<file path="config.mk">
export PLATFORM = sky130hd
export DESIGN_NAME = gcbs_ctrl
export DESIGN_NICKNAME = d
export VERILOG_FILES = /design/src/design/gamma_correct_bilinear_scaler_macros.svh /design/src/design/gcbs_pkg.sv /design/src/design/gcbs_ctrl.sv
export SDC_FILE = /design/constraint.sdc
export NUM_CORES = 1
export LEC_CHECK = 0
export ABC_CLOCK_PERIOD_IN_PS = 1750
export BUFFER_PORTS_ARGS = -buffer_cell sky130_fd_sc_hd__buf_2
export CAP_MARGIN = 20
export CORE_MARGIN = 4
export CORE_UTILIZATION = 47
export CTS_CLUSTER_SIZE = 28
export DETAILED_ROUTE_END_ITERATION = 6
export GPL_ROUTABILITY_DRIVEN = 0
export PLACE_DENSITY = 0.73
export SLEW_MARGIN = 0
export SYNTH_ARGS = -nofsm -noshare
export SYNTH_HDL_FRONTEND = slang
export SYNTH_SLANG_ARGS = --single-unit
</file>
<file path="constraint.sdc">
create_clock -name clk_i -period 1.75 [get_ports clk_i]
set_clock_uncertainty 0.2 [all_clocks]
set_input_delay 0.175 -clock clk_i [delete_from_list [all_inputs] [get_ports clk_i]]
set_output_delay 0.175 -clock clk_i [all_outputs]
set_load 0.02 [all_outputs]
</file>
<file path="src/design/gamma_correct_bilinear_scaler_macros.svh">
// assertion macros for the gamma-correct bilinear scaler
// expects clk_i and rst_ni in the scope of each use
`ifndef GAMMA_CORRECT_BILINEAR_SCALER_MACROS_SVH
`define GAMMA_CORRECT_BILINEAR_SCALER_MACROS_SVH
`ifndef NO_ASSERTIONS
`define GCBS_ASSERT(label, prop) \
  label: assert property (@(posedge clk_i) disable iff (!rst_ni) prop) \
    else $error("gcbs assertion failed");
`define GCBS_NEVER(label, expr) \
  label: assert property (@(posedge clk_i) disable iff (!rst_ni) !(expr)) \
    else $error("gcbs forbidden condition");
`else
`define GCBS_ASSERT(label, prop)
`define GCBS_NEVER(label, expr)
`endif
`endif

</file>
<file path="src/design/gcbs_pkg.sv">
// shared types, constants and gamma tables of the bilinear scaler
// no dependencies
package gcbs_pkg;

  localparam int MAX_WIDTH  = 128;
  localparam int MAX_HEIGHT = 128;
  localparam int XW         = $clog2(MAX_WIDTH);
  localparam int YW         = $clog2(MAX_HEIGHT);
  localparam int DEPTH      = MAX_WIDTH * MAX_HEIGHT;
  localparam int ADDR_W     = $clog2(DEPTH);
  localparam int WORD_W     = 32;
  localparam int POS_W      = 7;
  localparam int SIZE_W     = 8;
  localparam int PROD_W     = POS_W + SIZE_W;
  localparam int Q_W        = PROD_W + 8;
  localparam int IP_W       = Q_W - 8 + 1;
  localparam int LIN_W      = 12;
  localparam int H_W        = 21;
  localparam int V_W        = 28;
  localparam int DIV_STEPS  = Q_W;
  localparam int CNT_W      = $clog2(DIV_STEPS + 1);

  localparam logic OP_LOAD    = 1'b0;
  localparam logic OP_COMPUTE = 1'b1;

  localparam logic [2:0] REG_SRC_W  = 3'd0;
  localparam logic [2:0] REG_SRC_H  = 3'd1;
  localparam logic [2:0] REG_CROP_X = 3'd2;
  localparam logic [2:0] REG_CROP_Y = 3'd3;
  localparam logic [2:0] REG_CROP_W = 3'd4;
  localparam logic [2:0] REG_CROP_H = 3'd5;
  localparam logic [2:0] REG_DST_W  = 3'd6;
  localparam logic [2:0] REG_DST_H  = 3'd7;

  typedef struct packed {
    logic [SIZE_W-1:0] src_w;
    logic [SIZE_W-1:0] src_h;
    logic [POS_W-1:0]  crop_x;
    logic [POS_W-1:0]  crop_y;
    logic [SIZE_W-1:0] crop_w;
    logic [SIZE_W-1:0] crop_h;
    logic [SIZE_W-1:0] dst_w;
    logic [SIZE_W-1:0] dst_h;
  } cfg_t;

  typedef struct packed {
    logic       load_we;
    logic       div_start;
    logic       div_step;
    logic       pos_calc;
    logic [1:0] rd_sel;
    logic       cap_en;
    logic [1:0] cap_sel;
    logic       hblend;
    logic       vblend;
    logic       out_load;
  } cmd_t;

  typedef logic [255:0][LIN_W-1:0] fwd_rom_t;
  typedef logic [4095:0][7:0]      inv_rom_t;

  function automatic logic [SIZE_W-1:0] nz8(input logic [SIZE_W-1:0] v);
    return (v == '0) ? SIZE_W'(1) : v;
  endfunction

  function automatic logic [63:0] qmul(input logic [63:0] a, input logic [63:0] b);
    return (a * b) >> 30;
  endfunction

  function automatic logic [63:0] pow5(input logic [63:0] y);
    logic [63:0] y2;
    y2 = qmul(y, y);
    return qmul(qmul(y2, y2), y);
  endfunction

  function automatic logic [63:0] root5(input logic [63:0] a);
    logic [63:0] lo;
    logic [63:0] hi;
    logic [63:0] mid;
    lo = 64'd0;
    hi = 64'd1 << 30;
    while (lo < hi) begin
      mid = (lo + hi + 64'd1) >> 1;
      if (pow5(mid) <= a) lo = mid;
      else hi = mid - 64'd1;
    end
    return lo;
  endfunction

  // srgb decode of num/255 in q30
  function automatic logic [63:0] decode_255(input logic [63:0] num);
    logic [63:0] t;
    logic [63:0] t2;
    if (num * 64'd100000 <= 64'd1031475) return ((num << 30) * 64'd100) / 64'd329460;
    t  = ((64'd1000 * num + 64'd14025) << 30) / 64'd269025;
    t2 = qmul(t, t);
    return qmul(t2, root5(t2));
  endfunction

  // srgb decode of num/510 in q30
  function automatic logic [63:0] decode_510(input logic [63:0] num);
    logic [63:0] t;
    logic [63:0] t2;
    if (num * 64'd100000 <= 64'd2062950) return ((num << 30) * 64'd100) / 64'd658920;
    t  = ((64'd1000 * num + 64'd28050) << 30) / 64'd538050;
    t2 = qmul(t, t);
    return qmul(t2, root5(t2));
  endfunction

  function automatic fwd_rom_t build_fwd();
    fwd_rom_t r;
    for (int c = 0; c < 256; c++) begin
      r[c] = LIN_W'((decode_255(64'(c)) * 64'd4095 + (64'd1 << 29)) >> 30);
    end
    return r;
  endfunction

  // round-to-nearest encode: count of code thresholds at or below the value
  function automatic inv_rom_t build_inv();
    inv_rom_t    r;
    logic [63:0] thr [255];
    int          n;
    for (int c = 1; c < 256; c++) begin
      thr[c-1] = decode_510(64'(2 * c - 1)) * 64'd4095;
    end
    n = 0;
    for (int v = 0; v < 4096; v++) begin
      while (n < 255 && ((64'(v) << 30) >= thr[n])) n++;
      r[v] = 8'(n);
    end
    return r;
  endfunction

  localparam fwd_rom_t FWD_ROM = build_fwd();
  localparam inv_rom_t INV_ROM = build_inv();

endpackage

</file>
<file path="src/design/gcbs_ctrl.sv">
// sequencer of the scaler: handshakes, division steps, frame reads, blend
// depends on gcbs_pkg
module gcbs_ctrl import gcbs_pkg::*; (
  input  logic clk_i,
  input  logic rst_ni,
  input  logic in_valid_i,
  output logic in_ready_o,
  input  logic operation_i,
  output logic out_valid_o,
  input  logic out_ready_i,
  output cmd_t cmd_o
);

  typedef enum logic [3:0] {
    ST_IDLE, ST_DIV, ST_POS, ST_RD0, ST_RD1, ST_RD2, ST_RD3, ST_RD4,
    ST_HB, ST_VB, ST_ENC
  } state_e;

  state_e            state_q;
  logic [CNT_W-1:0]  cnt_q;
  logic              out_valid_q;
  logic              out_free;

  assign out_free    = !out_valid_q || out_ready_i;
  assign in_ready_o  = (state_q == ST_IDLE);
  assign out_valid_o = out_valid_q;

  always_comb begin
    cmd_o = '0;
    unique case (state_q)
      ST_IDLE: begin
        cmd_o.load_we   = in_valid_i && (operation_i == OP_LOAD);
        cmd_o.div_start = in_valid_i && (operation_i == OP_COMPUTE);
      end
      ST_DIV: cmd_o.div_step = 1'b1;
      ST_POS: cmd_o.pos_calc = 1'b1;
      ST_RD0: begin
        cmd_o.rd_sel = 2'd0;
      end
      ST_RD1: begin
        cmd_o.rd_sel  = 2'd1;
        cmd_o.cap_en  = 1'b1;
        cmd_o.cap_sel = 2'd0;
      end
      ST_RD2: begin
        cmd_o.rd_sel  = 2'd2;
        cmd_o.cap_en  = 1'b1;
        cmd_o.cap_sel = 2'd1;
      end
      ST_RD3: begin
        cmd_o.rd_sel  = 2'd3;
        cmd_o.cap_en  = 1'b1;
        cmd_o.cap_sel = 2'd2;
      end
      ST_RD4: begin
        cmd_o.cap_en  = 1'b1;
        cmd_o.cap_sel = 2'd3;
      end
      ST_HB:  cmd_o.hblend   = 1'b1;
      ST_VB:  cmd_o.vblend   = 1'b1;
      ST_ENC: cmd_o.out_load = out_free;
      default: cmd_o = '0;
    endcase
  end

  always_ff @(posedge clk_i or negedge rst_ni) begin
    if (!rst_ni) begin
      state_q     <= ST_IDLE;
      cnt_q       <= '0;
      out_valid_q <= 1'b0;
    end else begin
      if (out_valid_q && out_ready_i && !cmd_o.out_load) begin
        out_valid_q <= 1'b0;
      end
      unique case (state_q)
        ST_IDLE: begin
          if (in_valid_i && (operation_i == OP_COMPUTE)) begin
            state_q <= ST_DIV;
            cnt_q   <= '0;
          end
        end
        ST_DIV: begin
          cnt_q <= cnt_q + CNT_W'(1);
          if (cnt_q == CNT_W'(DIV_STEPS - 1)) begin
            state_q <= ST_POS;
          end
        end
        ST_POS: state_q <= ST_RD0;
        ST_RD0: state_q <= ST_RD1;
        ST_RD1: state_q <= ST_RD2;
        ST_RD2: state_q <= ST_RD3;
        ST_RD3: state_q <= ST_RD4;
        ST_RD4: state_q <= ST_HB;
        ST_HB:  state_q <= ST_VB;
        ST_VB:  state_q <= ST_ENC;
        ST_ENC: begin
          if (out_free) begin
            out_valid_q <= 1'b1;
            state_q     <= ST_IDLE;
          end
        end
        default: state_q <= ST_IDLE;
      endcase
    end
  end

endmodule

</file>
=== Word level (Yosys, flattened, before mapping) ===
Index checks and enable logic that the tools add are counted.

* Add/subtract/negate cells: 1
* Eq/ne operators: 14
* Multiplexer cells: 17
* Bitwise gates (word level): 1
* Reductions and logical operators: 11

{| class="wikitable"
|+ Operator list
! cell !! count
|-
| 4-bit one-hot mux with 11 select lines || 1
|-
| 4-bit by 3-bit equality test with 1-bit output, second input constant || 4
|-
| 4-bit equality test, second input constant || 3
|-
| 4-bit two-way mux || 3
|-
| 3-bit one-hot mux with 4 select lines || 1
|-
| 5-bit one-hot mux with 2 select lines || 1
|-
| 4-bit by 2-bit equality test with 1-bit output, second input constant || 2
|-
| 1-bit two-way mux || 8
|-
| 2-bit one-hot mux with 3 select lines || 1
|-
| 5-bit by 1-bit adder with 5-bit output, second input constant || 1
|-
| 5-bit equality test, second input constant || 1
|-
| 5-bit two-way mux || 1
|-
| 4-bit by 1-bit equality test with 1-bit output, second input constant || 1
|-
| 1-bit logical AND || 4
|-
| 4-bit logical NOT || 1
|-
| 2-bit != test, second input constant || 2
|-
| 3-bit AND reduction || 1
|-
| 1-bit logical NOT || 2
|-
| 2-bit two-way mux || 1
|-
| 2-bit by 1-bit != test with 1-bit output, second input constant || 1
|-
| 2-bit AND reduction || 1
|-
| 2-bit nonzero test || 1
|-
| 1-bit logical OR || 1
|-
| 1-bit NOT || 1
|}

* Register bits after elaboration: 10
* Input bits: 5
* Logic and storage cells: 47

=== Logic depth before layout (Yosys ltp) ===
Gate-level depths: netlist (run 1).

* Word-level depth: 8
* Mapped depth: 5
* Gate-level depth less buffers: 5

=== Worst setup path before layout (run 1) ===
Ideal clock, no wire load.

* Kind: register to output
* From: reg state_q[1]
* To: out cmd_o[11] (netlist bit)
* Arrival time: 1.492 ns
* Path slack: -0.117 ns
* Stages on the path, launching flop included: 5
* Path through: dfrtp_1 buf_2 nor3_1 nand2_1 nor3b_1

{| class="wikitable"
|+ RTL lines
! what !! line !! text
|-
| start: declaration || gcbs_ctrl.sv:19 || <nowiki>state_e state_q;</nowiki>
|-
| start signal: assignment || gcbs_ctrl.sv:68 || <nowiki>state_q <= ST_IDLE;</nowiki>
|-
| start signal: assignment || gcbs_ctrl.sv:78 || <nowiki>state_q <= ST_DIV;</nowiki>
|-
| start signal: assignment || gcbs_ctrl.sv:85 || <nowiki>state_q <= ST_POS;</nowiki>
|-
| end: declaration || gcbs_ctrl.sv:11 || <nowiki>output cmd_t cmd_o</nowiki>
|}

==> results.txt, run 1 <==
Post-synth EDFFs -> 0
Min Tclk post-route -> 1.791 ns
Rows -> 13
RSZ-0062 raised after global routing -> yes
Yosys warnings -> 0
FF+latch count, synth -> 10
Path category of the worst min-delay check -> in -> reg
Max FO, Critical Path -> 8
Worst EP required -> 1.37 ns
Status -> finished with violations
Area leader, netlist -> dfrtp_1
CTS tree -> yes
Worst r2r src -> state_q[3]$_DFFE_PN0P_
Clk slew on worst S/H paths -> 0.07 ns
Number of global-route vias before repair -> 582
Setup crit end kind -> output pin
Crit path from -> state_q[3]$_DFFE_PN0P_
Num CTS Buffers -> 3
Layout cells sized above 1 -> 48.00%
Crit Path Category -> reg -> out
Cell chosen for the clock root -> clkbuf_4
Vias per inst -> 5.365
Top FF cell, synth -> dfrtp_1
Clk_lat worst skew -> 0.27 ns
# setup viols final -> 5
Tot Pwr -> 1909 µW
Total Routed Length -> 1.655 mm
H-tree depth -> 1
Die W -> 45.35 µm
Post-synth net total -> 78
Core Box Area -> 0.001301 mm²
Slew headroom -> 83.31%
Max clock buf depth -> 2
Worst-Margin Slew -> 0.2478 ns
Total Nets Final -> 108
Post-Synth XOR/XNOR Area -> 5.344%
Diodes inserted -> 0
PD cells -> 2040 mW/mm²
Wire per inst -> 14.39 µm
Post-Syn Instances -> 71
Mapped Area -> 655.6 µm²
Final Max Tran Viols -> 0
Post-synthesis async set-or-reset flop share -> 100.0%
R2R Path End -> state_q[0]$_DFFE_PN0P_
Number of DRC markers in iteration 0 -> 29
Clk sink count -> 10
Die ar. -> 0.002057 mm²
DRC violation count after routing -> 0
Final critical-path share of the clock period -> 102.4%
Mean Syn Cell Area -> 9.234 µm²
Initial antenna violation count -> 0
Top-Level Pins -> 19
Area grow syn2layout -> 42.75%
CP Launch Type -> register
Compound-Gate Fraction of Synth Area -> 15.46%
Final Util -> 71.92%
Synth area leaders -> dfrtp_1 38%, nor2_1 5.7%, nand2_1 4.0%
Vias post-DR -> 617
Synth top cells by count -> 10 x dfrtp_1, 10 x nor2_1, 7 x nand2_1
Largest family of logic cells by synthesized area -> simple AND/OR/NAND/NOR gates
PortBufs -> 18
Synth top area share -> 38.17%
GR Overflow Total -> 0
Leakage -> 0.0004578 µW
Portion of netlist area occupied by mux cells -> 0%
Seq/Total Area, Yosys -> 38.17%
WP data arrival -> 1.42 ns
Initial Utilization -> 50.38%
Crit path to -> cmd_o[9]
Violated checks -> negative setup slack
DRT Pass-1 Iters -> 4
Post-DP HPWL -> 1.103 mm
Post-DRT Antenna Nets -> 0
Cell variety after synth -> 30
Worst-case reg-to-reg path depth -> 6
Post-synthesis simple-gate area fraction -> 29.39%
Setup WS post-layout -> -0.04133 ns
Max cap viols -> 0
DIE HEIGHT -> 45.35 µm
Setup slack, reg-to-reg -> 0.05 ns
Fmax -> 558.2 MHz
Total GRT Usage -> 18.24%
First-pass GRT wire length -> 2.635 mm
Final hold vios -> 0
Largest net degree at the start of global routing -> 11
Peak supply drop -> 1.089 mV
Synth Area in Adders -> 3.817%
layout by cell type (no fill, tap or decap), drive strengths merged:
cell type | Yosys | routed
clkbuf | 0 | 4
or2b | 1 | 1
a31oi | 1 | 1
dlygate4sd3 | 0 | 1
nor2 | 10 | 10
nand3 | 2 | 2
ha | 2 | 2
nor4b | 2 | 2
buf | 4 | 28
a211oi | 2 | 2
nand4bb | 1 | 1
nor3b | 1 | 1
a21oi | 2 | 2
xor2 | 1 | 1
nand2 | 7 | 7
nor3 | 1 | 1
o221ai | 1 | 1
nand4b | 1 | 1
a22oi | 1 | 1
o21ai | 2 | 2
nand2b | 3 | 3
xnor2 | 3 | 3
nor2b | 2 | 2
inv | 5 | 5
dfrtp | 10 | 10
and2 | 1 | 1
o211ai | 1 | 1
a22o | 3 | 3
or3b | 1 | 1
through the flow:
| step | cell area [µm²] | setup WS (ns) | hold slack [ns] | setup TNS [ns] | cells |
|---|---|---|---|---|---|
| finish | 935.9 | -0.04133 | 0.02207 | -0.1222 | 115 |
| global route | 935.9 | -0.1082 | 0.03410 | -0.6388 | 115 |
| CTS | 894.6 | -0.03825 | 0.004057 | -0.05770 | 114 |
| detailed placement | 767.0 | 0.1267 | -0.1483 | 0 | 104 |
| global placement | 767.0 | 0.1397 | -0.1501 | 0 | 104 |
| floorplan | 660.6 | 0.05833 | -0.3206 | 0 | 71 |
registers in the layout, summed over array words and instances, names as in the netlist:
name / count
cnt_q: 5
out_valid_o: 1
state_q: 4
layer usage:
metal / up-vias / global-route usage, % / routed length [µm]
met5: - / 0 / 0
met4: 0 / 5.263 / 1
met3: 2 / 5.976 / 119
met2: 22 / 28.25 / 785
met1: 288 / 24.14 / 750
li1: 305 / - / -
power breakdown:
part           switching [µW]  total [µW]  internal (µW)
clock network            91.0         217            126
logic                     600        1170            575
registers                 178         517            339
what timing repair did:
| item | 4_1_cts | 5_1_grt |
|---|---|---|
| setup buffers | 5 | 1 |
| gates resized for setup | 18 | 11 |
| hold buffers | 1 | 0 |
| setup endpoints to repair | 12 | 13 |
| pin swaps | 2 | 5 |
| hold endpoints to repair | 10 | 0 |
worst max-delay path, cell delays in order, from the launching register on:
cell,delay (ns)
dfrtp_2,0.48
buf_6,0.15
nor4b_4,0.24
buf_4,0.16
buf_6,0.11
final cells by class:
cell class | count | area [µm²]
well taps | 15 | 18.77
multi-input cells | 52 | 395.4
fillers | 97 | 365.4
inverters | 5 | 18.77
clock buffers | 4 | 36.28
flip-flops and latches | 10 | 255.2
repair buffers | 29 | 211.5
how the worst min path moves through the flow:
stage	start	to	slack [ns]	cells past startpoint
2_1_floorplan	rst_ni	cnt_q[0]$_DFFE_PN0P_	-0.32	0
3_3_place_gp	rst_ni	cnt_q[3]$_DFFE_PN0P_	-0.15	1
3_5_place_dp	rst_ni	cnt_q[3]$_DFFE_PN0P_	-0.15	1
4_1_cts	in_valid_i	state_q[0]$_DFFE_PN0P_	0.004	3
5_1_grt	in_valid_i	state_q[0]$_DFFE_PN0P_	0.03	3
6_report	out_ready_i	out_valid_o$_DFF_PN0_	0.02	3
logic make-up (layout without fill, tap and decap cells):
kind of cell | count (synthesis) | in the layout
simple gates | 33 | 33
flops | 10 | 10
compound gates | 13 | 13
xor+xnor | 4 | 4
fa+ha+maj | 2 | 2
buf+inv | 9 | 38
Note: power is estimated with default switching activity, not from simulation.
==> inputs of run 2 (changes only) <==
Settings changed: CORE_MARGIN 4 to unset, TNS_END_PERCENT set to 10.
==> results.txt, run 2 (synthesized netlist as in run 1, its figures left out) <==
Status -> finished with violations
Violated checks -> negative setup slack
WP depth -> 5
Fmax -> 550.3 MHz
RSZ-0062 raised after global routing -> yes
PortBufs -> 18
Total GRT Usage -> 24.31%
Design Area, Final -> 949.7 µm²
Number of DRC markers in iteration 0 -> 11
Final hold vios -> 0
Wire per inst -> 13.65 µm
Crit-path cells -> buf_12, or2b_4, inv_2, and2_4, buf_6
Most frequent cells in the layout -> 13 x buf_4, 12 x buf_2, 9 x nor2_1
Area grow syn2layout -> 44.85%
H-tree depth -> 1
Clk slew on worst S/H paths -> 0.07 ns
Register area -> 255.2 µm²
Post-DP Area -> 759.5 µm²
R2R Path End -> cnt_q[2]$_DFFE_PN0P_
Crit path from -> state_q[2]$_DFFE_PN0P_
Min Tclk post-route -> 1.817 ns
Total Nets Final -> 109
Worst hold slack -> 0.01540 ns
Total Routed Length -> 1.583 mm
Max cap viols -> 0
CP bufs+invs -> 3
Num CTS Buffers -> 3
Worst r2r src -> state_q[2]$_DFFE_PN0P_
Peak supply drop -> 1.210 mV
DRC violation count after routing -> 0
Area occupied by multi-input gates -> 390.4 µm²
Setup slack, reg-to-reg -> 0.03 ns
Leakage -> 0.0004675 µW
Hold path cells -> 3
Crit path to -> cmd_o[4]
Path category of the worst min-delay check -> in -> reg
Die W -> 39.35 µm
Worst-case reg-to-reg path depth -> 6
Number of global-route vias before repair -> 536
Fill cells -> 93
Largest net degree at the start of global routing -> 11
Max FO, Critical Path -> 5
Largest reg by FF count -> cnt_q
DIE HEIGHT -> 39.35 µm
Tot Pwr -> 1964 µW
CTS tree -> yes
PD cells -> 2068 mW/mm²
Crit-path leading delay family -> flip-flops
Max clock buf depth -> 2
Slowest cell on the critical path -> dfrtp_2
# setup viols final -> 9
Clk_lat worst skew -> 0.27 ns
First-pass GRT wire length -> 2.449 mm
Layout cells sized above 1 -> 48.51%
Final Max Tran Viols -> 0
GR Overflow Total -> 0
Worst EP required -> 1.37 ns
Largest register FFs -> 5
Post-DP HPWL -> 930.5 µm
Initial Utilization -> 50.38%
Worst-Margin Slew -> 0.2231 ns
Setup crit end kind -> output pin
Vias per inst -> 5.362
Crit Path Category -> reg -> out
Setup WS post-layout -> -0.06705 ns
Final Util -> 72.98%
Diodes inserted -> 0
Core Box Area -> 0.001301 mm²
DRT Pass-1 Iters -> 4
Clk sink count -> 10
CP Launch Type -> register
Die ar. -> 0.001548 mm²
Post-Place Setup Slack -> 0.1059 ns
Top-Level Pins -> 19
Rows -> 13
Vias post-DR -> 622
Most common cell after layout, fill and taps aside -> buf_4
Slew headroom -> 85.12%
Final critical-path share of the clock period -> 103.8%
Cell chosen for the clock root -> clkbuf_4
CP peak stage delay -> 0.45 ns
Initial antenna violation count -> 0
WP data arrival -> 1.44 ns
Post-DRT Antenna Nets -> 0
[run 2: how the worst min path moves through the flow]
stage,startpoint,to,slack (ns)
floorplan,rst_ni,cnt_q[0]$_DFFE_PN0P_,-0.32
global placement,rst_ni,cnt_q[3]$_DFFE_PN0P_,-0.16
detailed placement,rst_ni,cnt_q[4]$_DFFE_PN0P_,-0.15
CTS,in_valid_i,state_q[0]$_DFFE_PN0P_,0.01
global route,in_valid_i,state_q[0]$_DFFE_PN0P_,0.04
finish,in_valid_i,state_q[0]$_DFFE_PN0P_,0.02
[run 2: metal layers]
layer	up-vias	global-route usage [%]	routed length, µm
li1	305	-	-
met1	296	33.22	772
met2	17	36.67	733
met3	4	6.818	61
met4	0	7.759	17
met5	-	0	0
[run 2: final cells by class]
cell class                      count  area share (%)
Inverter                            5           1.976
Tap cell                           15           1.976
Timing Repair Buffer               30           24.24
Clock buffer                        4           3.821
Multi-Input combinational cell     52           41.11
Sequential cell                    10           26.88
[run 2: report_power, final]
group | switching [µW] | leakage [µW] | internal [µW]
Clock | 84.2 | 0.0000210 | 127
Sequential | 175 | 0.000124 | 340
Combinational | 604 | 0.000322 | 635
Total | 863 | 0.000467 | 1100
[run 2: worst min-delay path, delay by kind of cell]
kind,cells,cell delay (ns)
AO/OA/AOI/OAI,1,0.07
buffers and inverters,1,0.11
AND/OR/NAND/NOR,1,0.09
[run 2: repair_timing]
action,CTS,global route
buffers inserted,7,1
pin swaps,3,3
setup endpoints to repair,10,15
hold buffers,1,0
endpoints found under the hold margin,10,0
gates resized for setup,14,7
[run 2: metrics by stage]
stage / cells / TNS, ns
final: 116 / -0.2729
after global placement: 103 / 0
after detailed placement: 103 / 0
after CTS: 115 / -0.1753
after global routing: 116 / -0.9920
after floorplan: 71 / 0
